--- config.mk ---
export PLATFORM = sky130hd
export DESIGN_NAME = sed_fmul
export DESIGN_NICKNAME = d
export VERILOG_FILES = /design/src/rtl/core/sampson_epipolar_distance_macros.svh /design/src/rtl/core/sed_pkg.sv /design/src/rtl/core/sed_fmul.sv
export SDC_FILE = /design/constraint.sdc
export NUM_CORES = 2
export LEC_CHECK = 0
export ABC_AREA = 1
export BUFFER_PORTS_ARGS = -buffer_cell sky130_fd_sc_hd__buf_2
export CAP_MARGIN = 20
export CORE_MARGIN = 2
export CORE_UTILIZATION = 33
export CTS_CLUSTER_DIAMETER = 200
export CTS_CLUSTER_SIZE = 16
export DETAILED_ROUTE_END_ITERATION = 10
export PLACE_DENSITY = 0.47
export REMOVE_ABC_BUFFERS = 1
export SLEW_MARGIN = 20
export SYNTH_ARGS = -nofsm -noshare
export SYNTH_HDL_FRONTEND = slang
export SYNTH_SLANG_ARGS = --single-unit
--- constraint.sdc ---
create_clock -name clk -period 13.89 [get_ports clk]
set_clock_uncertainty 0.15 [all_clocks]
set_input_delay 0.6945 -clock clk [delete_from_list [all_inputs] [get_ports clk]]
set_output_delay 0.6945 -clock clk [all_outputs]
set_load 0.02 [all_outputs]
--- src/rtl/core/sampson_epipolar_distance_macros.svh ---
`ifndef SAMPSON_EPIPOLAR_DISTANCE_MACROS_SVH
`define SAMPSON_EPIPOLAR_DISTANCE_MACROS_SVH

// same-cycle implication, sampled on clk, off while rst is high
`define SED_ASSERT_NOW(lbl, ante, cons, msg) \
  lbl: assert property (@(posedge clk) disable iff (rst) (ante) |-> (cons)) \
    else $error(msg);

// next-cycle implication
`define SED_ASSERT_NEXT(lbl, ante, cons, msg) \
  lbl: assert property (@(posedge clk) disable iff (rst) (ante) |=> (cons)) \
    else $error(msg);

`endif

--- src/rtl/core/sed_pkg.sv ---
package sed_pkg;

  localparam logic [31:0] F32_QNAN    = 32'h7FC0_0000;
  localparam logic [31:0] F32_POS_INF = 32'h7F80_0000;
  // 1.0e-15 rounded to binary32
  localparam logic [31:0] DEN_FLOOR   = 32'h2690_1D7D;

  localparam logic [2:0] CFG_PAIR_A = 3'd0;
  localparam logic [2:0] CFG_PAIR_B = 3'd1;
  localparam logic [2:0] CFG_PAIR_C = 3'd2;
  localparam logic [2:0] CFG_PAIR_D = 3'd3;
  localparam logic [2:0] CFG_LAST   = 3'd4;

  typedef struct packed {
    logic [31:0] src_x;
    logic [31:0] src_y;
    logic [31:0] dst_x;
    logic [31:0] dst_y;
  } sed_in_t;

  typedef struct packed {
    logic [31:0] distance;
    logic        degenerate;
  } sed_out_t;

  typedef struct packed {
    logic nan;
    logic inf;
    logic zero;
    logic sgn;
  } sed_spec_t;

  function automatic logic [5:0] lzc52(input logic [51:0] v);
    logic [5:0] n;
    n = 6'd0;
    for (int i = 0; i < 52; i++) begin
      if (v[i]) n = 6'(51 - i);
    end
    return n;
  endfunction

  function automatic logic [4:0] lzc24(input logic [23:0] v);
    logic [4:0] n;
    n = 5'd0;
    for (int i = 0; i < 24; i++) begin
      if (v[i]) n = 5'(23 - i);
    end
    return n;
  endfunction

  // value = m * 2^e, rounded to nearest even binary32
  function automatic logic [31:0] round_pack(input logic sgn, input logic [51:0] m,
                                             input logic signed [11:0] e);
    logic [5:0]         lz;
    logic [51:0]        nm;
    logic [51:0]        sh;
    logic signed [11:0] be;
    logic signed [11:0] amt;
    logic               stk;
    logic               rb;
    logic               up;
    logic [23:0]        sig;
    logic [7:0]         ef;
    lz  = lzc52(m);
    nm  = m << lz;
    be  = e + 12'sd178 - $signed({6'd0, lz});
    sh  = nm;
    stk = 1'b0;
    amt = 12'sd1 - be;
    if (be < 12'sd1) begin
      if (amt >= 12'sd52) begin
        sh  = '0;
        stk = |nm;
      end else begin
        sh  = nm >> amt[5:0];
        stk = |(nm & ~({52{1'b1}} << amt[5:0]));
      end
    end
    sig = sh[51:28];
    rb  = sh[27];
    stk = stk | (|sh[26:0]);
    up  = rb & (stk | sig[0]);
    ef  = (be > 12'sd0) ? be[7:0] : 8'd0;
    if (m == '0) return {sgn, 31'd0};
    else if (be > 12'sd254) return {sgn, F32_POS_INF[30:0]};
    else return {sgn, {ef, sig[22:0]} + {30'd0, up}};
  endfunction

  function automatic logic [31:0] pack_result(input sed_spec_t s, input logic [51:0] m,
                                              input logic signed [11:0] e);
    if (s.nan) return F32_QNAN;
    else if (s.inf) return {s.sgn, F32_POS_INF[30:0]};
    else if (s.zero) return {s.sgn, 31'd0};
    else return round_pack(s.sgn, m, e);
  endfunction

endpackage

--- src/rtl/core/sed_fmul.sv ---
module sed_fmul (
  input  logic        clk,
  input  logic        rst,
  input  logic        vld,
  input  logic [31:0] a,
  input  logic [31:0] b,
  output logic        out_vld,
  output logic [31:0] y
);

  logic [7:0]         a_ef, b_ef;
  logic               a_nan, a_inf, a_zero, b_nan, b_inf, b_zero;
  logic signed [11:0] ea, eb;
  logic [23:0]        ma, mb;
  sed_pkg::sed_spec_t spec_c;

  logic               vld_a;
  sed_pkg::sed_spec_t spec;
  logic [47:0]        prod;
  logic signed [11:0] e;

  always_comb begin
    a_ef   = a[30:23];
    b_ef   = b[30:23];
    a_nan  = (&a_ef) & (|a[22:0]);
    b_nan  = (&b_ef) & (|b[22:0]);
    a_inf  = (&a_ef) & ~(|a[22:0]);
    b_inf  = (&b_ef) & ~(|b[22:0]);
    a_zero = (a[30:0] == '0);
    b_zero = (b[30:0] == '0);
    ma     = {|a_ef, a[22:0]};
    mb     = {|b_ef, b[22:0]};
    ea     = $signed({4'd0, (|a_ef) ? a_ef : 8'd1}) - 12'sd150;
    eb     = $signed({4'd0, (|b_ef) ? b_ef : 8'd1}) - 12'sd150;
    spec_c.nan  = a_nan | b_nan | (a_inf & b_zero) | (b_inf & a_zero);
    spec_c.inf  = a_inf | b_inf;
    spec_c.zero = 1'b0;
    spec_c.sgn  = a[31] ^ b[31];
  end

  always_ff @(posedge clk) begin
    if (rst) begin
      vld_a   <= 1'b0;
      out_vld <= 1'b0;
    end else begin
      vld_a   <= vld;
      out_vld <= vld_a;
    end
    spec <= spec_c;
    prod <= ma * mb;
    e    <= ea + eb;
    y    <= sed_pkg::pack_result(spec, {4'd0, prod}, e);
  end

endmodule

# Word level (Yosys, flattened, before mapping)
# Cells that the tools add are included.
# totals
reg_bits	95
out_inout_bits	33
wordCells	119
# classes
addsub	7
mul	1
order_cmp	4
shifts	3
muxes	64
bitwise_logic	18
reduce_logical	13
# op_table
operator	count
two-way mux 6 bit	50
two-way mux 51 bit	4
OR reduction 52 bit	2
logical NOT 31 bit	2
two-way mux 31 bit	2
bitwise AND 52 bit	1
NOT 52 bit	1
<< shifter 48 x 6 -> 52 bit	1
<< shifter 52 x 6 -> 52 bit (first input constant)	1
right shift 52 x 6 -> 51 bit	1
logical NOT 48 bit	1
multiplier 24 x 24 -> 48 bit	1
OR reduction 23 bit	2
adder 31 x 1 -> 31 bit	1
OR reduction 27 bit	1
two-way mux 8 bit	3
two-way mux 23 bit	1
subtractor 8 x 8 -> 9 bit (second input constant)	2
AND reduction 8 bit	2
OR reduction 8 bit	2
>= comparator 12 x 7 -> 1 bit (second input constant)	1
greater-than comparator 12 x 1 -> 1 bit (second input constant)	1
greater-than comparator 12 x 9 -> 1 bit (second input constant)	1
less-than comparator 12 x 2 -> 1 bit (second input constant)	1
10 further kinds	25

# Logic depth before layout (Yosys ltp)
# depth
ltp_word	67
mapped_depth	87
mapped_depth_nobuf	83

# Worst setup path after synthesis
# No wires, ideal clock.
# synth_path
path_kind	input-to-reg
startpoint	input a[6]
endpoint	register prod[44]
setup_ns	0.127
t_arrival_ns	7.895
required_ns	13.613
setup_slack_ns	5.718
path_stages	41
path_cell_list	clkbuf_1 -> clkbuf_1 -> nand2_1 -> fa_1 -> fa_1 -> inv_1 -> fa_1 -> ha_1 -> fa_1 -> inv_1 -> fa_1 -> fa_1 -> inv_1 -> ha_1 -> a21oi_1 -> inv_1 -> a21oi_1 -> o21ai_0 -> [... 5 more ...] -> o21ai_0 -> nand2_1 -> a21oi_1 -> o21ai_0 -> inv_1 -> o21bai_1 -> nand3_1 -> nand2_1 -> a21oi_1 -> o21ai_0 -> nand3_1 -> nand2_1 -> nand3_1 -> nand2_1 -> a21oi_1 -> o21a_1 -> o21ai_0 -> xor2_1
# synth_between
elab_chain_cells	1
# synth_rtl
item	line	rtl
start, declared	sed_fmul.sv:5	input logic [31:0] a,
multiplier 24 x 24 -> 48 bit	sed_fmul.sv:50	prod <= ma * mb;
end signal, assigned	sed_fmul.sv:50	
end, declared	sed_fmul.sv:19	logic [47:0] prod;
# No other way between the ends.
# A chain may end at the register's enable or synchronous reset.

# Worst setup path in the final report
# layout_path
startpoint	register prod[0]
endpoint	register y[14]
# layout_between
elab_chain_cells	66
elab_cells_between_ends	78
classes_between	add/sub: 3; order compare: 3; shift: 3; mux: 60; bitwise: 5; reduce/logical: 4
# layout_rtl
item	line	rtl
two-way mux 6 bit (48 in series)	sed_pkg.sv:37	if (v[i]) n = 6'(51 - i);
two-way mux 6 bit	sed_pkg.sv:92	else if (s.inf) return {s.sgn, F32_POS_INF[30:0]};
two-way mux 6 bit	sed_pkg.sv:91	if (s.nan) return F32_QNAN;
subtractor 12 x 7 -> 12 bit	sed_pkg.sv:66	be = e + 12'sd178 - $signed({6'd0, lz});
subtractor 2 x 12 -> 12 bit	sed_pkg.sv:69	amt = 12'sd1 - be;
<< shifter 52 x 6 -> 52 bit	sed_pkg.sv:76	stk = |(nm & ~({52{1'b1}} << amt[5:0]));
NOT 52 bit	sed_pkg.sv:76	
bitwise AND 52 bit	sed_pkg.sv:76	
[... 3 more ...]	-	
two-way mux 1 bit	sed_pkg.sv:92	
two-way mux 1 bit	sed_pkg.sv:91	
OR 1 bit	sed_pkg.sv:81	stk = stk | (|sh[26:0]);
OR 1 bit	sed_pkg.sv:82	up = rb & (stk | sig[0]);
bitwise AND 1 bit	sed_pkg.sv:82	
adder 31 x 1 -> 31 bit	sed_pkg.sv:86	else return {sgn, {ef, sig[22:0]} + {30'd0, up}};
two-way mux 31 bit	sed_pkg.sv:85	else if (be > 12'sd254) return {sgn, F32_POS_INF[30:0]};
two-way mux 31 bit (*)	sed_pkg.sv:84	if (m == '0) return {sgn, 31'd0};
end signal, assigned	sed_fmul.sv:52	y <= sed_pkg::pack_result(spec, {4'd0, prod}, e);
end, declared	sed_fmul.sv:8	output logic [31:0] y
# Every way passes the cells marked *; elsewhere a longest branch is shown, timed or not. The select of a mux whose other input is x is not followed.

==> results_dict.tcl <==
set metrics [dict create \
    dr_total_vias 29600 \
    synthDistinctLibCells 56 \
    placedInstanceArea_mm2 0.0324 \
    dp_hpwl_mm 84.5 \
    grt_pass1_vias 30000 \
    synth_top_area_frac 0.311 \
    core_area_mm2 0.0933 \
    drt_drc_violations_left 0 \
    place.gp.congestion 0.965 \
    cts_resized 0 \
    postLayoutCellArea_mm2 0.0327 \
    yosys_register_bits 95 \
    synthArstFlopShare 0 \
    start_util 0.333 \
    numCtsBuffers 9 \
    cp.required_ps 14050 \
    synth_area_mm2 0.0311 \
    cp-start-kind "flop" \
    postCtsSetupRepairBufs 0 \
    hold_viol 0 \
    io_pins 100 \
    rsz0062_at_grt "no" \
    fp.dieW_um 311 \
    seq_area_frac_synth 0.0611 \
    vias_per_cell 5.07 \
    crit_fanout 61 \
    synth.most_common_cell "nand2_1" \
    avgSynthCellArea_um2 6.62 \
    yosysTopAreaCell "fa_1" \
    antenna_found_initial 0 \
    firstDrtPassIters 6 \
    period_needed_ps 10470 \
    wl_mm 109 \
    ant_nets 0 \
    grt_first_pass_wirelength_mm 174 \
    relSlewSlack 0.333 \
    clkTransAtPathRegs_ps 80 \
    cts.sinks 95 \
    dp.cells 5821 \
    initialDrtViolationCount 2371 \
    setup_viol 0 \
    overflow 0 \
    cp_top_family "simple AND/OR/NAND/NOR gates" \
    critPathArrivalTime_ps 10630 \
    fin_tns_setup_ps 0 \
    path_class "flop to flop" \
    cts_root_buffer "clkbuf_16" \
    wl_per_cell_um 18.6 \
    critical-path-max-stage-delay_ps 830 \
    end_kind "flop" \
    cts_hold_buffers 0 \
    synthToLayoutAreaGrowth_pct 5.01 \
    fin_nets 5326 \
    final_cells 5836 \
    die_y_um 311 \
    h-tree-depth 3 \
    synth_commonest_cells "nand2_1, inv_1, nand3_1" \
    io_buffers 99 \
    rows 112 \
    fmax_ghz 0.0955 \
    grt_max_degree 62 \
    slowest_stage "nor2_1" \
    fin_crit_sh 0.754 \
    clock_latency_ps 400 \
    grt_usage 0.226 \
    maxCapViolCount 0 \
    tightest_slew_ps 991 \
    floorplan.die_area_mm2 0.0967 \
    clk_path_buf_depth 2 \
    status "complete, no violations" \
    slew_viol_final 0 \
    drive_above_1_share 0.0460 \
    ys_top_cells_by_area "fa_1, nand2_1, nand3_1, inv_1, ha_1" \
    crit_top_cell "nand2_1" \
    critical_path.n_buffers_inverters 10 \
    hold_path.class "flop to flop" \
    synthFlopType "dfxtp_1" \
    cts_tree "yes" \
    synth_edf_count 0 \
    yosysWarningCount 0 \
    num_antenna_cells 0 \
    synth_cells 4697 \
]
-- through the flow --
stage / hold WS (ps) / worst slack [ps] / utilization
6_report: 260 / 3420 / 0.350
5_1_grt: 277 / 2300 / 0.350
3_5_place_dp: 244 / 3510 / 0.347
3_3_place_gp: 248 / 3630 / 0.347
2_1_floorplan: 238 / 74.4 / -
4_1_cts: 260 / 3480 / 0.350
-- cell families (layout without fill, tap and decap cells) --
kind of cell / count (synthesis) / count (layout) / synth area share
flops: 95 / 95 / 0.0611
fa+ha+maj: 681 / 681 / 0.391
compound gates: 223 / 223 / 0.0403
buf+inv: 1151 / 1036 / 0.143
xor+xnor: 77 / 77 / 0.0217
simple gates: 2470 / 2470 / 0.344
-- sequential cells by signal (all words and copies together), names as in the netlist --
name	flops
prod	48
out_vld	1
spec	3
y	32
vld_a	1
e	10
-- cell usage in the layout (no fill, tap or decap), types with 4 or more instances in the layout --
cell,netlist,routed
nand2_1,1368,1366
inv_1,876,876
nand3_1,741,741
fa_1,484,483
nor2_1,202,200
ha_1,197,196
buf_2,42,99
dfxtp_1,95,95
a21oi_1,93,92
o21ai_0,72,72
xor2_1,60,60
nand4_1,51,51
buf_4,2,37
nor3_1,26,26
nand3_2,22,22
xnor2_1,17,17
nor4_1,15,15
o21bai_1,12,12
nor2_2,9,11
clkbuf_16,0,9
nand2_2,6,8
nand3b_1,7,7
o21ai_1,6,6
o211ai_1,6,6
clkinv_1,5,5
a31oi_1,6,5
and2_1,5,5
or4_1,4,4
inv_2,4,4
o22ai_1,4,4
or2_0,4,4
-- cell type report --
cell class                 instances  area (um^2)
clock buffer                       9          225
clock inverter                     6         68.8
fill                           10500        60700
inverter                         885         3320
multi-input combinational       3451        24800
sequential                        95         1900
tap                             1254         1570
timing repair buffer             136          773
-- final timing paths --
check	from	to	slack, ps	cells after the start
setup / recovery	prod[0]$_DFF_P_	y[14]$_SDFF_PP0_	3420	74
hold / removal	vld_a$_SDFF_PP0_	out_vld$_SDFF_PP0_	260	2
setup reg to reg	prod[0]$_DFF_P_	y[14]$_SDFF_PP0_	3420	74
hold reg to reg	vld_a$_SDFF_PP0_	out_vld$_SDFF_PP0_	260	2
-- metal layers --
layer,GRT usage,part of all wire,vias to the layer above
met5,0,0,-
met1,0.319,0.46,14400
li1,-,-,14200
met4,0.0551,0.022,0
met2,0.372,0.46,884
met3,0.0221,0.054,138
-- worst register-to-register path: cells and delay by family, from the launching register on --
family / cells / cell delay, ps
AND/OR/NAND/NOR: 57 / 5660
buffers and inverters: 10 / 2430
adder cells (fa/ha/maj): 5 / 1400
flip-flops: 1 / 420
AO/OA/AOI/OAI: 2 / 350
Power is left out: the tool's default activity adds up to more than one toggle a clock period on the data nets, which glitch-free logic cannot reach.
