`src/rtl/core/sampson_epipolar_distance_macros.svh`:
```
`ifndef SAMPSON_EPIPOLAR_DISTANCE_MACROS_SVH
`define SAMPSON_EPIPOLAR_DISTANCE_MACROS_SVH

// same-cycle implication, sampled on clk, off while rst is high
`define SED_ASSERT_NOW(lbl, ante, cons, msg) \
  lbl: assert property (@(posedge clk) disable iff (rst) (ante) |-> (cons)) \
    else $error(msg);

// next-cycle implication
`define SED_ASSERT_NEXT(lbl, ante, cons, msg) \
  lbl: assert property (@(posedge clk) disable iff (rst) (ante) |=> (cons)) \
    else $error(msg);

`endif

```
`src/rtl/core/sed_pkg.sv`:
```
package sed_pkg;

  localparam logic [31:0] F32_QNAN    = 32'h7FC0_0000;
  localparam logic [31:0] F32_POS_INF = 32'h7F80_0000;
  // 1.0e-15 rounded to binary32
  localparam logic [31:0] DEN_FLOOR   = 32'h2690_1D7D;

  localparam logic [2:0] CFG_PAIR_A = 3'd0;
  localparam logic [2:0] CFG_PAIR_B = 3'd1;
  localparam logic [2:0] CFG_PAIR_C = 3'd2;
  localparam logic [2:0] CFG_PAIR_D = 3'd3;
  localparam logic [2:0] CFG_LAST   = 3'd4;

  typedef struct packed {
    logic [31:0] src_x;
    logic [31:0] src_y;
    logic [31:0] dst_x;
    logic [31:0] dst_y;
  } sed_in_t;

  typedef struct packed {
    logic [31:0] distance;
    logic        degenerate;
  } sed_out_t;

  typedef struct packed {
    logic nan;
    logic inf;
    logic zero;
    logic sgn;
  } sed_spec_t;

  function automatic logic [5:0] lzc52(input logic [51:0] v);
    logic [5:0] n;
    n = 6'd0;
    for (int i = 0; i < 52; i++) begin
      if (v[i]) n = 6'(51 - i);
    end
    return n;
  endfunction

  function automatic logic [4:0] lzc24(input logic [23:0] v);
    logic [4:0] n;
    n = 5'd0;
    for (int i = 0; i < 24; i++) begin
      if (v[i]) n = 5'(23 - i);
    end
    return n;
  endfunction

  // value = m * 2^e, rounded to nearest even binary32
  function automatic logic [31:0] round_pack(input logic sgn, input logic [51:0] m,
                                             input logic signed [11:0] e);
    logic [5:0]         lz;
    logic [51:0]        nm;
    logic [51:0]        sh;
    logic signed [11:0] be;
    logic signed [11:0] amt;
    logic               stk;
    logic               rb;
    logic               up;
    logic [23:0]        sig;
    logic [7:0]         ef;
    lz  = lzc52(m);
    nm  = m << lz;
    be  = e + 12'sd178 - $signed({6'd0, lz});
    sh  = nm;
    stk = 1'b0;
    amt = 12'sd1 - be;
    if (be < 12'sd1) begin
      if (amt >= 12'sd52) begin
        sh  = '0;
        stk = |nm;
      end else begin
        sh  = nm >> amt[5:0];
        stk = |(nm & ~({52{1'b1}} << amt[5:0]));
      end
    end
    sig = sh[51:28];
    rb  = sh[27];
    stk = stk | (|sh[26:0]);
    up  = rb & (stk | sig[0]);
    ef  = (be > 12'sd0) ? be[7:0] : 8'd0;
    if (m == '0) return {sgn, 31'd0};
    else if (be > 12'sd254) return {sgn, F32_POS_INF[30:0]};
    else return {sgn, {ef, sig[22:0]} + {30'd0, up}};
  endfunction

  function automatic logic [31:0] pack_result(input sed_spec_t s, input logic [51:0] m,
                                              input logic signed [11:0] e);
    if (s.nan) return F32_QNAN;
    else if (s.inf) return {s.sgn, F32_POS_INF[30:0]};
    else if (s.zero) return {s.sgn, 31'd0};
    else return round_pack(s.sgn, m, e);
  endfunction

endpackage

```
`src/rtl/core/sed_fdiv.sv`:
```
module sed_fdiv (
  input  logic        clk,
  input  logic        rst,
  input  logic        vld,
  input  logic [31:0] num,
  input  logic [31:0] den,
  output logic        out_vld,
  output logic [31:0] q
);

  localparam int unsigned STEPS = 27;

  typedef struct packed {
    sed_pkg::sed_spec_t spec;
    logic signed [11:0] e;
    logic [23:0]        md;
    logic [24:0]        rem;
    logic [26:0]        quo;
  } div_stage_t;

  logic               n_nan, n_inf, n_zero, d_nan, d_inf, d_zero;
  logic [23:0]        nf, df;
  logic [4:0]         lzn, lzd;
  logic signed [11:0] en, ed;
  div_stage_t         prep;

  div_stage_t         st [STEPS+1];
  logic [STEPS:0]     sv;
  logic [24:0]        t [STEPS];
  logic [STEPS-1:0]   qb;

  always_comb begin
    n_nan  = (&num[30:23]) & (|num[22:0]);
    d_nan  = (&den[30:23]) & (|den[22:0]);
    n_inf  = (&num[30:23]) & ~(|num[22:0]);
    d_inf  = (&den[30:23]) & ~(|den[22:0]);
    n_zero = (num[30:0] == '0);
    d_zero = (den[30:0] == '0);
    nf     = {|num[30:23], num[22:0]};
    df     = {|den[30:23], den[22:0]};
    lzn    = sed_pkg::lzc24(nf);
    lzd    = sed_pkg::lzc24(df);
    en     = $signed({4'd0, (|num[30:23]) ? num[30:23] : 8'd1}) - 12'sd150
             - $signed({7'd0, lzn});
    ed     = $signed({4'd0, (|den[30:23]) ? den[30:23] : 8'd1}) - 12'sd150
             - $signed({7'd0, lzd});
    prep.spec.nan  = n_nan | d_nan | (n_inf & d_inf) | (n_zero & d_zero);
    prep.spec.inf  = n_inf | d_zero;
    prep.spec.zero = n_zero | d_inf;
    prep.spec.sgn  = num[31] ^ den[31];
    prep.e         = en - ed - 12'sd27;
    prep.md        = df << lzd;
    prep.rem       = {1'b0, nf << lzn};
    prep.quo       = '0;
  end

  always_ff @(posedge clk) begin
    if (rst) sv[0] <= 1'b0;
    else sv[0] <= vld;
    st[0] <= prep;
  end

  // one quotient bit per stage
  for (genvar k = 0; k < STEPS; k++) begin : g_step
    if (k == 0) begin : g_first
      assign t[k] = st[k].rem;
    end else begin : g_next
      assign t[k] = {st[k].rem[23:0], 1'b0};
    end
    assign qb[k] = (t[k] >= {1'b0, st[k].md});

    always_ff @(posedge clk) begin
      if (rst) sv[k+1] <= 1'b0;
      else sv[k+1] <= sv[k];
      st[k+1].spec <= st[k].spec;
      st[k+1].e    <= st[k].e;
      st[k+1].md   <= st[k].md;
      st[k+1].rem  <= qb[k] ? (t[k] - {1'b0, st[k].md}) : t[k];
      st[k+1].quo  <= {st[k].quo[25:0], qb[k]};
    end
  end

  always_ff @(posedge clk) begin
    if (rst) out_vld <= 1'b0;
    else out_vld <= sv[STEPS];
    q <= sed_pkg::pack_result(st[STEPS].spec,
                              {24'd0, st[STEPS].quo, |st[STEPS].rem}, st[STEPS].e);
  end

endmodule

```
`config.mk`:
```
export PLATFORM = sky130hd
export DESIGN_NAME = sed_fdiv
export DESIGN_NICKNAME = d
export VERILOG_FILES = /design/src/rtl/core/sampson_epipolar_distance_macros.svh /design/src/rtl/core/sed_pkg.sv /design/src/rtl/core/sed_fdiv.sv
export SDC_FILE = /design/constraint.sdc
export NUM_CORES = 2
export LEC_CHECK = 0
export BUFFER_PORTS_ARGS = -buffer_cell sky130_fd_sc_hd__buf_4
export CAP_MARGIN = 20
export CORE_AREA = 3 3 460 462
export CTS_CLUSTER_DIAMETER = 120
export DETAILED_ROUTE_END_ITERATION = 16
export DIE_AREA = 0 0 463 465
export PLACE_DENSITY = 0.69
export SYNTH_ARGS = -nofsm -noshare
export SYNTH_HDL_FRONTEND = slang
export SYNTH_SLANG_ARGS = --single-unit
```
`constraint.sdc`:
```
create_clock -name clk -period 8.6 [get_ports clk]
set_input_delay 0.86 -clock clk [delete_from_list [all_inputs] [get_ports clk]]
set_output_delay 0.86 -clock clk [all_outputs]
set_load 0.1 [all_outputs]
```
-- Word-level counts from Yosys, hierarchy flattened
Memories as Yosys holds them, arrays and structs flattened.
Cells that the tools add are included.
- register bits after elaboration: 61
- RAM bits: 2576
- output and inout bits: 33
- logic and storage cells: 263
- memories: 1
- $add $sub $neg: 37
- magnitude comparators: 31
- shift-type cells: 5
- mux-type cells: 123
- bitwise operators: 19
- reductions and logical operators: 15
- memory list (memory ; words ; bits a word ; rd ports ; clocked after memory_dff ; wr ports ; RTL line ; RTL):
    st ; 28 ; 92 ; 28 ; 0 ; 28 ; sed_fdiv.sv:27 ; div_stage_t st [STEPS+1];
- operators with widths (cell ; number):
    $ge A25 B24 Y1 ; 27
    $mux W25 ; 27
    $sub A25 B24 Y25 ; 27
    $mux W51 ; 5
    $mux W5 ; 48
    $mux W6 ; 31
    $reduce_or A52 Y1 ; 2
    $mux W31 ; 3
    $logic_not A31 Y1 ; 2
    $and A52 B52 Y52 ; 1
    $not A52 Y52 ; 1
    $shl A28 B6 Y52 ; 1
    $shl A52 B6 Y52 const A ; 1
    $shr A52 B6 Y51 ; 1
    $shl A24 B5 Y24 ; 2
    $reduce_or A23 Y1 ; 2
    $add A31 B1 Y31 ; 1
    $logic_not A28 Y1 ; 1
    $reduce_or A27 Y1 ; 1
    $reduce_or A25 Y1 ; 1
    $mux W8 ; 3
    $mux W23 ; 1
    $sub A9 B6 Y10 ; 2
    $sub A8 B8 Y9 const B ; 2
    18 further kinds ; 37

-- Longest topological paths before layout
An unclocked memory read counts as a cell.
- word-level depth: 52
- gate-level depth with buffers: 36

-- Worst setup path after synthesis
No wires, ideal clock.
- kind: register to register
- start: memory st[13][107] in the netlist's numbering
- end: register q[26]
- library setup time: 0.074 ns
- arrival: 7.689 ns
- required time: 8.526 ns
- setup slack: 0.836 ns
- stages on the path, launching flop included: 33
- buffers on the path: 11
- cells stage by stage: dfxtp_1 > buf_2 > nor4_1 > o221ai_1 > a211o_1 > a2bb2oi_2 > inv_2 > buf_6 > buf_6 > buf_6 > ha_1 > inv_1 > ha_1 > inv_1 > clkbuf_1 > clkbuf_1 > buf_1 > ha_1 > inv_1 > ha_1 > clkbuf_1 > clkbuf_1 > clkbuf_1 > clkbuf_1 > a21oi_1 > a221o_1 > a32oi_1 > o21a_1 > ha_1 > nand3_1 > or4b_4 > or4_1 > a31oi_1
- RTL lines (what ; RTL line ; RTL):
    from (decl) ; sed_fdiv.sv:27 ;
    to (signal assigned) ; sed_fdiv.sv:86 ; q <= sed_pkg::pack_result(st[STEPS].spec,
    to (decl) ; sed_fdiv.sv:8 ; output logic [31:0] q

==> Flow_metrics.wiki <==
{| class="wikitable"
! Metric !! Value
|-
| Power Dens Cells || 466 nW/um2
|-
| Buffers from clock root to sink, at most || 3
|-
| Setup clock skew after layout || 0.0661 ns
|-
| Setup slack on the worst flop-to-flop path || approximately 0.84 ns
|-
| Horiz. Die Dim || 463 um
|-
| Net count of the mapped netlist || approximately 11,000
|-
| Die height || about 470 um
|-
| Site Rows || 167
|-
| Antenna violations before repair || 6
|-
| Top cells by instance count after synthesis || 2,208 x dfxtp_1, 968 x inv_1, 758 x a21oi_1, 755 x nor2_1, 697 x ha_1
|-
| Reg2Reg Depth || 22
|-
| Mean routed wirelength per cell || 18.6 um
|-
| CTS H-tree lvls || 4
|-
| CP Capture Type || register
|-
| First-pass GRT wire length || 377,000 um
|-
| Element type at the critical path start || register
|-
| Clk Latency, worst-skew pair || 0.82 ns
|-
| Critical path peak fanout || 14
|-
| Portion of synthesized cell area occupied by the leading cell type || roughly 47%
|-
| Total cell area at the placement stage || 97,400 um2
|-
| Via count of the first global-routing pass || roughly 68,000
|-
| Post-synthesis cell area || 93,300 um2
|-
| Clock Pin Slew Worst Setup and Hold Paths || 0.06 ns
|-
| Share of power burned in registers || between 30% and 40%
|-
| Total of max-cap violations || 0
|-
| Clock power frac || a little under 20%
|-
| Fraction of power spent switching nets || 41.2%
|-
| Iteration-0 DRC Markers || approximately 4,900
|-
| Ratio of cells with drive above 1 in the final layout || 8.76%
|-
| Flops & latches, synth || between 2,000 and 2,500
|-
| Area added between synthesis and finish || 12.5%
|-
| Classification of the worst-slack hold path || input pin to register
|-
| Dominant synthesized flop cell || dfxtp_1
|-
| Post-synth top area cell || dfxtp_1
|-
| Buffer type at the clock tree root || clkbuf_16
|-
| Final layout net count || 10,800
|-
| Peak Freq || 0.129 GHz
|-
| Die area || 215,000 um2
|-
| Fin. max-slew vios || 0
|-
| Maximum vdd ir drop || 0.000385 V
|-
| Number of endpoints failing setup at the final stage || 0
|-
| Maximum number of pins on one net before global-route repair || 56
|-
| Core region area || 207,000 um2
|-
| Grt ovf || 0
|-
| Post-route DRC violation count || 0
|-
| Worst reg2reg startpoint || st[13][107]
|-
| Final critical delay including setup and external delays || 7.76 ns
|-
| Fraction of power consumed by combinational cells || around half
|-
| Post-synthesis sequential area ratio || between 40% and 50%
|-
| Number of cells upsized or downsized after cts || 0
|-
| Fraction of registers with async set/reset || 0%
|-
| Number of enable flip-flop cells after synthesis || 0
|-
| Internal Power || about 29 mW
|-
| Crit share post-route || ~90%
|-
| Cts-stage hold buffer count || 0
|-
| Global placement routability congestion || approximately 0.93
|-
| Ranking of synthesized cells by area || dfxtp_1 47%, ha_1 9.4%, a21oi_1 4.1%, inv_1 3.9%, nor2_1 3.0%
|-
| Worst path arrival time || 8.50 ns
|-
| Starting utilization of the core area || 44.9%
|-
| Slew of the pin with the lowest slew margin || roughly 1.1 ns
|-
| Count of mapped cells out of synthesis || a little under 10,000
|-
| Switching power || 20.1 mW
|-
| Static power due to leakage || approximately 47 nW
|-
| Final hold violations || 0
|-
| Power after layout || 48.9 mW
|-
| Number of detailed-routing iterations run before antenna repair || 8
|-
| Syn avg cell area || 9.45 um2
|-
| Category of the most critical setup path || register to register
|-
| RSZ-0062 raised after global routing || no
|-
| Remaining antenna violation count || 0
|-
| Tot GR Track Use || about 22%
|-
| Boundary pin count || 100
|-
| Critical path origin || st[13][107]
|-
| Critical path destination || q[26]
|-
| Capturing point of the worst reg2reg path || q[26]
|-
| Warnings, synthesis || 0
|-
| Status || complete, no violations
|-
| Number of buffers inserted to repair setup after CTS || 0
|-
| Required time of the critical path || 9.34 ns
|-
| Num Clock Sinks || between 2,000 and 2,500
|-
| Number of vias per cell after detailed routing || 5.35
|-
| Total negative slack || 0 ns
|-
| Unique cell type count in the Yosys netlist || 111
|-
| TritonCTS clock tree || yes
|-
| Share of the core filled with cells || about half
|-
| Routed Wire Length || approximately 240,000 um
|-
| Relative max-transition margin || 27.7%
|-
| Total via count in the routed design || 69,600
|-
| Most common cell in the netlist || dfxtp_1
|-
| Quantity of I/O buffers inserted on ports || just under 100
|-
| Final Instance Area || 105,000 um2
|-
| TritonCTS Buffers || around 210
|-
| Half-perimeter wire length of the detailed placement result || 188,000 um
|}
==> logic make-up after synthesis <==
logic type | after synthesis | share of synthesized area (%)
AO/OA/AOI/OAI | 2188 | 14.9
AND/OR/NAND/NOR | 2696 | 14.1
multiplexers | 319 | 3.81
flip-flops | 2208 | 47.4
XOR/XNOR | 492 | 4.62
buffers and inverters | 1228 | 5.08
adder cells (fa/ha/maj) | 735 | 10.2
==> flip-flops by register name, summed over array words and instances, names as in the netlist <==
name,cells
st,2147
sv,28
out_vld,1
q,32
==> cell usage in the layout, fill, tap and decap left out, types with 73 or more instances in the layout <==
master and n:
mux2_2 194, a21oi_1 758, a21boi_0 86, a21o_1 86, nand2_1 625, dfxtp_1 2208, o211ai_1 77, mux2i_1 116
buf_4 213, nand4_1 171, a211oi_1 73, o21ai_0 464, clkbuf_16 217, o21a_1 79, xor2_1 184, nor3_1 263
nor2_1 755, xnor2_1 308, nor2b_1 133, nand3_1 207, or4_1 73, ha_1 697, nand2b_1 143, inv_1 968
o31ai_1 94
==> stage by stage <==
step	cells	hold slack, ns	setup WS, ns
final	13000	0.263	0.841
after global routing	13000	0.226	0.335
after CTS	13000	0.194	0.874
after detailed placement	12600	0.312	0.904
after global placement	12600	0.310	0.880
after floorplan	9866	0.310	0.836
==> worst max-delay path, cell delays in order, from the launching register on <==
cell      delay [ns]
dfxtp_1         0.40
or4_1           0.71
nor4_2          0.72
a31oi_1         0.24
ha_1            0.34
inv_1           0.04
ha_1            0.37
o21ai_0         0.11
a21oi_1         0.09
o311ai_0        0.54
a21oi_1         0.14
o211ai_1        0.70
a32o_1          0.26
o21ai_0         0.26
nor2_1          0.22
buf_4           0.21
nand2_1         0.11
or3_1           0.37
nand4_1         0.24
nand4_1         0.24
or4b_4          0.67
or4_1           0.53
a31oi_1         0.17
==> power groups by stage <==
| stage | Combinational, mW | Sequential, mW | Clock (mW) |
|---|---|---|---|
| 2_1_floorplan | 16.7 | 15.3 | 0 |
| 6_report | 23.5 | 15.7 | 9.73 |
| 4_1_cts | 23.3 | 15.7 | 9.99 |
| 3_3_place_gp | 23.0 | 15.9 | 0 |
| 5_1_grt | 25.8 | 16.0 | 10.4 |
| 3_5_place_dp | 23.1 | 15.9 | 0 |
==> worst min-delay path by stage <==
stage	slack, ns	depth (start not counted)	start	to
after global placement	0.31	0	st[9][13]	st[9][106]
after CTS	0.19	2	vld	sv[0]
final	0.26	2	vld	sv[0]
after floorplan	0.31	0	st[0][76]	st[0][168]
after detailed placement	0.31	0	st[0][90]	st[0][182]
after global routing	0.23	2	vld	sv[0]
==> layout make-up <==
cell class / instances / area (um2)
fill: 18900 / 103000
multi-input combinational: 6430 / 44400
sequential: 2208 / 44200
clock buffer: 276 / 6020
inverter: 977 / 3670
tap: 2788 / 3490
timing repair buffer: 216 / 1650
clock inverter: 121 / 1520
antenna: 5 / 12.5
==> layer usage <==
metal	up-vias	share of wire, %	global-route usage, %
met5	-	0.0054	0
met4	2	3.2	7.22
met3	428	4.5	2.97
met2	1680	48	37.7
met1	32900	44	27.8
li1	34600	-	-
Note: power is estimated with default switching activity, not from simulation.
