## config.mk

```make
export PLATFORM = sky130hd
export DESIGN_NAME = sed_fadd
export DESIGN_NICKNAME = d
export VERILOG_FILES = /design/src/rtl/core/sampson_epipolar_distance_macros.svh /design/src/rtl/core/sed_pkg.sv /design/src/rtl/core/sed_fadd.sv
export SDC_FILE = /design/constraint.sdc
export NUM_CORES = 1
export LEC_CHECK = 0
export ABC_AREA = 1
export ABC_CLOCK_PERIOD_IN_PS = 8650
export BUFFER_PORTS_ARGS = -buffer_cell sky130_fd_sc_hd__buf_2
export CAP_MARGIN = 40
export CELL_PAD_IN_SITES_DETAIL_PLACEMENT = 1
export CELL_PAD_IN_SITES_GLOBAL_PLACEMENT = 2
export CORE_MARGIN = 10
export CORE_UTILIZATION = 30
export DETAILED_ROUTE_END_ITERATION = 16
export PLACE_DENSITY_LB_ADDON = 0.1
export SLEW_MARGIN = 15
export SYNTH_ARGS = -nofsm -noshare
export SYNTH_HDL_FRONTEND = slang
export SYNTH_SLANG_ARGS = --single-unit
```

## constraint.sdc

```tcl
create_clock -name clk -period 8.65 [get_ports clk]
set_input_delay 0.4325 -clock clk [delete_from_list [all_inputs] [get_ports clk]]
set_output_delay 0.4325 -clock clk [all_outputs]
set_load 0.005 [all_outputs]
```

## src/rtl/core/sampson_epipolar_distance_macros.svh

```systemverilog
`ifndef SAMPSON_EPIPOLAR_DISTANCE_MACROS_SVH
`define SAMPSON_EPIPOLAR_DISTANCE_MACROS_SVH

// same-cycle implication, sampled on clk, off while rst is high
`define SED_ASSERT_NOW(lbl, ante, cons, msg) \
  lbl: assert property (@(posedge clk) disable iff (rst) (ante) |-> (cons)) \
    else $error(msg);

// next-cycle implication
`define SED_ASSERT_NEXT(lbl, ante, cons, msg) \
  lbl: assert property (@(posedge clk) disable iff (rst) (ante) |=> (cons)) \
    else $error(msg);

`endif

```

## src/rtl/core/sed_pkg.sv

```systemverilog
package sed_pkg;

  localparam logic [31:0] F32_QNAN    = 32'h7FC0_0000;
  localparam logic [31:0] F32_POS_INF = 32'h7F80_0000;
  // 1.0e-15 rounded to binary32
  localparam logic [31:0] DEN_FLOOR   = 32'h2690_1D7D;

  localparam logic [2:0] CFG_PAIR_A = 3'd0;
  localparam logic [2:0] CFG_PAIR_B = 3'd1;
  localparam logic [2:0] CFG_PAIR_C = 3'd2;
  localparam logic [2:0] CFG_PAIR_D = 3'd3;
  localparam logic [2:0] CFG_LAST   = 3'd4;

  typedef struct packed {
    logic [31:0] src_x;
    logic [31:0] src_y;
    logic [31:0] dst_x;
    logic [31:0] dst_y;
  } sed_in_t;

  typedef struct packed {
    logic [31:0] distance;
    logic        degenerate;
  } sed_out_t;

  typedef struct packed {
    logic nan;
    logic inf;
    logic zero;
    logic sgn;
  } sed_spec_t;

  function automatic logic [5:0] lzc52(input logic [51:0] v);
    logic [5:0] n;
    n = 6'd0;
    for (int i = 0; i < 52; i++) begin
      if (v[i]) n = 6'(51 - i);
    end
    return n;
  endfunction

  function automatic logic [4:0] lzc24(input logic [23:0] v);
    logic [4:0] n;
    n = 5'd0;
    for (int i = 0; i < 24; i++) begin
      if (v[i]) n = 5'(23 - i);
    end
    return n;
  endfunction

  // value = m * 2^e, rounded to nearest even binary32
  function automatic logic [31:0] round_pack(input logic sgn, input logic [51:0] m,
                                             input logic signed [11:0] e);
    logic [5:0]         lz;
    logic [51:0]        nm;
    logic [51:0]        sh;
    logic signed [11:0] be;
    logic signed [11:0] amt;
    logic               stk;
    logic               rb;
    logic               up;
    logic [23:0]        sig;
    logic [7:0]         ef;
    lz  = lzc52(m);
    nm  = m << lz;
    be  = e + 12'sd178 - $signed({6'd0, lz});
    sh  = nm;
    stk = 1'b0;
    amt = 12'sd1 - be;
    if (be < 12'sd1) begin
      if (amt >= 12'sd52) begin
        sh  = '0;
        stk = |nm;
      end else begin
        sh  = nm >> amt[5:0];
        stk = |(nm & ~({52{1'b1}} << amt[5:0]));
      end
    end
    sig = sh[51:28];
    rb  = sh[27];
    stk = stk | (|sh[26:0]);
    up  = rb & (stk | sig[0]);
    ef  = (be > 12'sd0) ? be[7:0] : 8'd0;
    if (m == '0) return {sgn, 31'd0};
    else if (be > 12'sd254) return {sgn, F32_POS_INF[30:0]};
    else return {sgn, {ef, sig[22:0]} + {30'd0, up}};
  endfunction

  function automatic logic [31:0] pack_result(input sed_spec_t s, input logic [51:0] m,
                                              input logic signed [11:0] e);
    if (s.nan) return F32_QNAN;
    else if (s.inf) return {s.sgn, F32_POS_INF[30:0]};
    else if (s.zero) return {s.sgn, 31'd0};
    else return round_pack(s.sgn, m, e);
  endfunction

endpackage

```

## src/rtl/core/sed_fadd.sv

```systemverilog
module sed_fadd (
  input  logic        clk,
  input  logic        rst,
  input  logic        vld,
  input  logic [31:0] a,
  input  logic [31:0] b,
  output logic        out_vld,
  output logic [31:0] y
);

  logic               a_big;
  logic [31:0]        hi, lo;
  logic [7:0]         he, le, d;
  logic [49:0]        hm, lm, al;
  logic [50:0]        sum;
  logic               a_nan, a_inf, b_nan, b_inf;
  sed_pkg::sed_spec_t spec_c;

  logic               vld_a;
  sed_pkg::sed_spec_t spec;
  logic [51:0]        m;
  logic signed [11:0] e;

  always_comb begin
    a_nan = (&a[30:23]) & (|a[22:0]);
    b_nan = (&b[30:23]) & (|b[22:0]);
    a_inf = (&a[30:23]) & ~(|a[22:0]);
    b_inf = (&b[30:23]) & ~(|b[22:0]);
    a_big = (a[30:0] >= b[30:0]);
    hi    = a_big ? a : b;
    lo    = a_big ? b : a;
    he    = (|hi[30:23]) ? hi[30:23] : 8'd1;
    le    = (|lo[30:23]) ? lo[30:23] : 8'd1;
    d     = he - le;
    hm    = {|hi[30:23], hi[22:0], 26'd0};
    lm    = {|lo[30:23], lo[22:0], 26'd0};
    if (d >= 8'd50) begin
      al = {49'd0, |lm};
    end else begin
      al = (lm >> d[5:0]) | {49'd0, |(lm & ~({50{1'b1}} << d[5:0]))};
    end
    if (hi[31] == lo[31]) sum = {1'b0, hm} + {1'b0, al};
    else sum = {1'b0, hm} - {1'b0, al};
    spec_c.nan  = a_nan | b_nan | (a_inf & b_inf & (a[31] ^ b[31]));
    spec_c.inf  = a_inf | b_inf;
    spec_c.zero = 1'b0;
    if (a_inf) spec_c.sgn = a[31];
    else if (b_inf) spec_c.sgn = b[31];
    else if (sum == '0) spec_c.sgn = a[31] & b[31];
    else spec_c.sgn = hi[31];
  end

  always_ff @(posedge clk) begin
    if (rst) begin
      vld_a   <= 1'b0;
      out_vld <= 1'b0;
    end else begin
      vld_a   <= vld;
      out_vld <= vld_a;
    end
    spec <= spec_c;
    m    <= {1'b0, sum};
    e    <= $signed({4'd0, he}) - 12'sd176;
    y    <= sed_pkg::pack_result(spec, m, e);
  end

endmodule

```

# Yosys cells after proc, flatten, opt, wreduce, memory -nomap -nowiden
# Index checks and enable logic that the tools add are counted.
# totals
reg_bits,97
in_bits,67
out_inout_bits,33
wordCells,138
# op_classes
addsub,8
n_lt_le_gt_ge,6
n_eq_ne,1
n_shift,5
n_mux,74
n_bitwise,21
reduce_logical,14
# ops
op,n
two-way mux 6 bit,53
two-way mux 51 bit,5
OR reduction 52 bit,2
two-way mux 32 bit,2
two-way mux 31 bit,2
bitwise AND 52 bit,1
logical NOT 52 bit,1
inverter 52 bit,1
left shift 51 x 6 -> 52 bit,1
left shift 52 x 6 -> 52 bit (first input constant),1
>> shifter 52 x 6 -> 51 bit,1
adder 50 x 50 -> 51 bit,1
logical NOT 51 bit,1
subtractor 50 x 50 -> 51 bit,1
bitwise AND 50 bit,1
two-way mux 50 bit,1
inverter 50 bit,1
bitwise OR 50 x 1 -> 50 bit,1
OR reduction 50 bit,1
left shift 50 x 6 -> 50 bit (first input constant),1
>> shifter 50 x 6 -> 50 bit,1
OR reduction 23 bit,2
adder 31 x 1 -> 31 bit,1
greater-or-equal comparator 31 bit,1
23 further kinds,45

# Longest topological paths before layout
# Gate-level depths: netlist of the first run.
# logic_depth
word_depth,70
ltp_mapped,91
mapped_depth_nobuf,89

# Worst setup path after synthesis of the first run
# No wires, ideal clock.
# synth_path
path_kind,input to register
startpoint,input b[2]
endpoint,register spec[0] (netlist bit)
setup_ns,0.112
t_arrival_ns,9.099
required_time_ns,8.538
setup_slack_ns,-0.561
stages,74
path_buffers,8
path_cell_list,inv_1 -> ha_1 -> a21oi_1 -> o21ai_1 -> a21oi_1 -> o21ai_1 -> o21a_1 -> nor2_1 -> nor2_1 -> o21ai_1 -> nand3_1 -> nand4_1 -> nand3_2 -> buf_6 -> buf_6 -> buf_4 -> clkbuf_1 -> nand2_1 -> [38 not listed] -> o211ai_1 -> a21oi_1 -> nor2_1 -> nor2_1 -> o31ai_1 -> nand3_1 -> nand2_1 -> xor2_1 -> nand2_1 -> nand2_1 -> nor4_1 -> nand2_1 -> nor2_2 -> nand3_1 -> nand2_1 -> nand3_1 -> nand2_1 -> nand2_1
# synth_rtl
element,line_no,rtl
from (decl),sed_fadd.sv:6,"input logic [31:0] b,"
to (signal assigned),sed_fadd.sv:61,spec <= spec_c;
to (decl),sed_fadd.sv:20,sed_pkg::sed_spec_t spec;

==> results of run 1 <==
-- synth_stat cells (8+ instances only) --
master / n
nand2_1: 1019
nand3_1: 738
inv_1: 365
nor2_1: 238
o21ai_0: 180
a21oi_1: 126
ha_1: 103
dfxtp_1: 97
clkbuf_1: 81
o21ai_1: 76
nand4_1: 68
xor2_1: 52
buf_1: 49
nor3_1: 47
nor4_1: 42
buf_2: 31
o22ai_1: 25
inv_2: 23
o21ai_2: 22
o211ai_1: 14
o31ai_1: 14
a31oi_1: 13
nor2_2: 13
or2_2: 12
xnor2_1: 12
and2_1: 9
buf_6: 8
clkinv_1: 8
nand2_2: 8
-- flip-flops by register name, indices dropped and copies added, names as in the netlist --
register and cells:
y 32, e 9, spec 3, vld_a 1
m 51, out_vld 1
-- layer usage --
| metal | wire (um) | vias up |
|---|---|---|
| li1 | - | 12952 |
| met1 | 50900 | 13109 |
| met2 | 50700 | 785 |
| met3 | 5420 | 114 |
| met4 | 2430 | 0 |
| met5 | 0 | - |
-- power by group through the flow --
stage | Combinational [mW] | Sequential, mW | Clock, mW
finish | 9.74 | 0.755 | 0.422
CTS | 9.24 | 0.756 | 0.434
global placement | 9.02 | 0.759 | 0
global route | 10.5 | 0.777 | 0.450
floorplan | 5.48 | 0.730 | 0
detailed placement | 9.14 | 0.767 | 0
-- cell families (layout without fill, tap and decap cells) --
| family | Yosys count | after routing | share of synthesized area (%) |
|---|---|---|---|
| XOR/XNOR | 64 | 64 | 2.92 |
| AND/OR/NAND/NOR | 2230 | 2230 | 51.7 |
| AO/OA/AOI/OAI | 534 | 534 | 16.2 |
| buffers and inverters | 569 | 993 | 11.7 |
| flip-flops | 97 | 97 | 10.1 |
| adder cells (fa/ha/maj) | 106 | 106 | 7.02 |
| multiplexers | 6 | 6 | 0.378 |
-- worst reg2reg max path, delay by kind of cell (launching register included) --
kind,cells,cell delay [ns]
AOI/OAI and AO/OA,2,0.58
adders and majority gates,3,0.74
buffers and inverters,9,0.81
DFF,1,0.36
and+or+nand+nor,69,5.41
-- timing repair --
item	CTS	global route
hold endpoints to repair	0	0
buffers inserted	22	36
pin swaps	30	61
gates resized for setup	44	136
setup endpoints to repair	5	43
-- layout make-up --
type	count	area, sq um
clock buffers	9	225
clock inverters	7	70.1
fillers	8680	38500
inverters	396	1500
multi-input cells	2940	15700
flip-flops and latches	97	1940
well taps	846	1060
repair buffers	581	4190
-- path summary, 6_finish.rpt --
kind,endpoint,startpoint,cells after the start,slack [ns]
min,vld_a$_SDFF_PP0_,rst,2,0.20
max reg2reg,y[27]$_SDFF_PP1_,m[1]$_DFF_P_,83,0.69
max,spec[0]$_DFF_P_,b[2],68,0.13
min reg2reg,out_vld$_SDFF_PP0_,vld_a$_SDFF_PP0_,2,0.43
==> run_results.csv, run 1 <==
group,metric,value,unit
synth,synth-edff-count,0,
cells_and_area,final_cell_mix,"nand2_1 (1001), nand3_1 (730), buf_4 (465)",
sta,grt_setup_unrepaired,"true",
power_and_ir_drop,clkPwrFrac,3.9,%
power_and_ir_drop,switching_share,64.8,%
grt,grt_use_met2,47.7,%
synth,synthCells,3606,
setup_path,critical_path_class,"in -> reg",
detailed_routing,wirelength,109,mm
sta,fmax,117,MHz
flow_run,maxCapViolations,0,
synth,synth_top_area_share,19.9,%
grt,grt_pass1_vias,27500,
floorplanning,die_y,273,um
placed_design,place_area,23300,sq um
synth,yosysSeqAreaShare,10.1,%
power_and_ir_drop,power_switching,7.08,mW
sta,setup_viol_count_final,0,
floorplanning,io_pins,100,
synth,synth_ff_type,"dfxtp_1",
placed_design,dp_cells,4800,
synth,synth_fp_nets,3779,
floorplanning,die_w,273,um
power_and_ir_drop,p_int,3.84,mW
cells_and_area,final_nets,4198,
detailed_routing,dr_total_vias,26960,
power_and_ir_drop,seqPwrFrac,6.9,%
clocking,hold_buffers,0,
cells_and_area,antennaDiodeCount,0,
sta,maxSlewViolCount,0,
run_status,status,"completed",
clocking,cts_made_buffers,9,
sta,finalHoldViolations,0,
cells_and_area,final_area,24700,sq um
placed_design,gp_congestion,0.973,
power_and_ir_drop,ir_worst_vdd,0.329,mV
detailed_routing,drcViolationCount,0,
grt,antenna_found_initial,0,
synth,async_flop_share,0,%
cells_and_area,layout_commonest_cell,"nand2_1",
power_and_ir_drop,power.leakage,12.3,nW
cells_and_area,final_cells,4876,
clocking,clk-insertion-delay-late,0.39,ns
placed_design,io_buffers,99,
sta,fin_setup_tns,0,ns
floorplanning,fp.dieArea,74600,sq um
synth,yosysTopAreaCell,"nand2_1",
detailed_routing,drtIter0Drc,1946,
setup_path,worst_path_largest_cell_delay,0.28,ns
hold_path,worst_hold_path_type,"in -> reg",
detailed_routing,drt-vias-per-instance,5.53,
clocking,clock_sinks,97,
floorplanning,core_area,63200,sq um
setup_path,cpMostUsedCell,"buf_4",
setup_path,end_kind,"flip-flop",
placed_design,post-dp-hpwl,91.2,mm
synth,syn-cell-area,19200,sq um
setup_path,cp.arrival,8.78,ns
grt,grt_max_degree,93,
cells_and_area,utilization,39.1,%
synth,yosysUniqueCellTypes,71,
grt,grt.busiest_layer,"met2",
placed_design,dp_slack,-0.914,ns
synth,synth_seq_cells,97,
clocking,clockBufferDepth,2,
setup_path,cp_max_fo,7,
detailed_routing,ant_nets,0,
synth,avgSynthCellArea,5.33,sq um
setup_path,slowest_stage,"or2_4",
detailed_routing,dr.pass1.iters,6,
sta,holdWs,0.203,ns
floorplanning,start_util,30.4,%
setup_path,crit_family,"simple AND/OR/NAND/NOR gates",
cells_and_area,drive_above_1_share,20.9,%
detailed_routing,wire_per_inst,22.4,um
sta,skew,0.0215,ns
synth,yosys-top-cells-area,"nand2_1 (20%), nand3_1 (19%), dfxtp_1 (10%)",
sta,worstMarginPinSlew,0.939,ns
grt,gr-usage-all-layers,28.3,%
grt,grt_overflow,0,
setup_path,crit_required,8.92,ns
floorplanning,rows,92,
synth,yosys_warnings,0,
setup_path,path_buf_inv,21,
power_and_ir_drop,fin_total_pwr,10.9,mW
power_and_ir_drop,p_comb_share,89.2,%
clocking,root_buffer,"clkbuf_16",
setup_path,startpoint_type,"primary input",
clocking,clk_pin_slew,0.09,ns
grt,met3_usage,3.03,%
grt,grt_pass1_wl,166,mm
sta,setup_ws,0.133,ns
power_and_ir_drop,powerDensity,442,nW/um^2
cells_and_area,syn_to_final_growth,28.6,%
clocking,cts_tree,"built",
sta,post-route-min-period,8.52,ns
clocking,htreeDepth,3,
grt,met1_usage,38.1,%
sta,finalCritPeriodShare,98.5,%
sta,relSlewSlack,36.8,%
No activity file was read; power rests on OpenSTA's default activity.
==> run 2: changes to the inputs <==
--- a/config.mk
+++ b/config.mk
@@ -15,6 +15,7 @@
 export CORE_UTILIZATION = 30
 export DETAILED_ROUTE_END_ITERATION = 16
 export PLACE_DENSITY_LB_ADDON = 0.1
+export RECOVER_POWER = 50
 export SLEW_MARGIN = 15
 export SYNTH_ARGS = -nofsm -noshare
 export SYNTH_HDL_FRONTEND = slang
==> run_results.csv, run 2 (synthesis gave the netlist of run 1 again) <==
group,metric,value,unit
cells_and_area,fillers,8688,
setup_path,cpMostUsedCell,"buf_4",
hold_path,hold-path-cell-count,2,
grt,grt_pass1_vias,27500,
floorplanning,fp.dieArea,74600,sq um
placed_design,gp_congestion,0.973,
detailed_routing,drcViolationCount,0,
grt,gr-usage-all-layers,28.3,%
detailed_routing,ant_nets,0,
setup_path,worst_path_largest_cell_delay,0.28,ns
placed_design,post-dp-hpwl,91.2,mm
setup_path,end_kind,"flip-flop",
sta,maxSlewViolCount,0,
hold_path,worst_hold_path_type,"in -> reg",
power_and_ir_drop,fin_total_pwr,10.9,mW
grt,grt_pass1_wl,166,mm
cells_and_area,syn_to_final_growth,28.3,%
grt,grt_overflow,0,
detailed_routing,drtIter0Drc,1946,
sta,finalCritPeriodShare,98.5,%
grt,grt.busiest_layer,"met2",
cells_and_area,final_cell_mix,"nand2_1 (1001), nand3_1 (730), buf_4 (464)",
floorplanning,die_y,273,um
setup_path,cp.arrival,8.78,ns
setup_path,r2r_slack,0.69,ns
floorplanning,rows,92,
setup_path,startpoint_type,"primary input",
clocking,hold_buffers,0,
setup_path,r2r_cells,86,
placed_design,io_buffers,99,
detailed_routing,wire_per_inst,22.5,um
run_status,status,"completed",
grt,met3_usage,3.03,%
floorplanning,start_util,30.4,%
clocking,clockBufferDepth,2,
cells_and_area,reg_top3,"m: 51 flops, y: 32 flops, e: 9 flops",
floorplanning,io_pins,100,
clocking,cts_made_buffers,9,
setup_path,critPathLaunch,"b[2]",
floorplanning,die_w,273,um
power_and_ir_drop,powerDensity,442,nW/um^2
power_and_ir_drop,power.leakage,12.2,nW
cells_and_area,drive_above_1_share,20.1,%
clocking,clk-insertion-delay-late,0.39,ns
cells_and_area,largest_reg_flops,51,
cells_and_area,antennaDiodeCount,0,
sta,finalHoldViolations,0,
clocking,clock_sinks,97,
cells_and_area,final_nets,4198,
flow_run,maxCapViolations,0,
floorplanning,core_area,63200,sq um
cells_and_area,layout_commonest_cell,"nand2_1",
setup_path,cp_max_fo,7,
detailed_routing,drt-vias-per-instance,5.53,
sta,relSlewSlack,36.8,%
clocking,root_buffer,"clkbuf_16",
setup_path,reg2reg_to,"y[24]$_SDFF_PP1_",
grt,met1_usage,38.1,%
cells_and_area,regMostFlops,"m",
setup_path,crit_required,8.92,ns
setup_path,critical_path_class,"in -> reg",
cells_and_area,utilization,39.0,%
sta,worstMarginPinSlew,0.939,ns
sta,fin_setup_tns,0,ns
clocking,cts_tree,"built",
setup_path,slowest_stage,"or2_4",
setup_path,r2r_start,"m[1]$_DFF_P_",
sta,skew,0.0218,ns
sta,setup_viol_count_final,0,
setup_path,crit_end,"spec[0]$_DFF_P_",
detailed_routing,wirelength,110,mm
grt,grt_use_met2,47.7,%
grt,grt_max_degree,93,
clocking,htreeDepth,3,
sta,fmax,117,MHz
clocking,clk_pin_slew,0.09,ns
sta,grt_setup_unrepaired,"true",
grt,antenna_found_initial,0,
sta,post-route-min-period,8.52,ns
detailed_routing,dr.pass1.iters,5,
power_and_ir_drop,ir_worst_vdd,0.329,mV
detailed_routing,dr_total_vias,26944,
## run 2: critical path: cells and delay by family
family / cells / cell delay (ns)
fa+ha+maj: 3 / 0.65
xor+xnor: 1 / 0.10
buf+inv: 21 / 2.18
compound gates: 15 / 1.80
simple gates: 28 / 3.60
## run 2: layout make-up
cell class	instances	area, sq um	share of cell area [%]
clock buffers	9	225	0.913
clock inverters	7	70.1	0.284
inverters	396	1500	6.07
multi-input cells	2940	15700	63.7
flip-flops and latches	97	1940	7.88
well taps	846	1060	4.29
repair buffers	581	4150	16.8
## run 2: layer usage
layer / share of wire [%] / wire length [um] / vias up
li1: - / - / 12955
met1: 46 / 50600 / 13098
met2: 46 / 50700 / 771
met3: 5.2 / 5700 / 120
met4: 2.2 / 2430 / 0
met5: 0 / 0 / -
## run 2: where the power goes
part           switching (mW)  internal (mW)
logic                    6.73           2.99
clock network           0.218          0.205
registers               0.126          0.632
total                    7.08           3.83
## run 2: worst min path at each step
stage | from | endpoint | slack, ns
3_5_place_dp | vld_a$_SDFF_PP0_ | out_vld$_SDFF_PP0_ | 0.42
2_1_floorplan | vld_a$_SDFF_PP0_ | out_vld$_SDFF_PP0_ | 0.39
6_report | rst | vld_a$_SDFF_PP0_ | 0.20
3_3_place_gp | vld_a$_SDFF_PP0_ | out_vld$_SDFF_PP0_ | 0.39
4_1_cts | rst | vld_a$_SDFF_PP0_ | 0.19
5_1_grt | rst | out_vld$_SDFF_PP0_ | 0.20
## run 2: what timing repair did
| action | in CTS | in global routing |
|---|---|---|
| buffers inserted | 22 | 36 |
| resized for setup | 44 | 136 |
| setup endpoints to repair | 5 | 43 |
| pin swaps | 30 | 61 |
## run 2: through the flow
stage               worst slack, ns  cell area [sq um]  instances  hold slack (ns)
global route                 -0.516              24700       4876            0.202
floorplan                   0.00909              19300       3606            0.388
finish                        0.133              24700       4876            0.204
CTS                         -0.0311              23900       4838            0.190
detailed placement           -0.914              23300       4800            0.418
global placement             -0.671              23300       4798            0.393
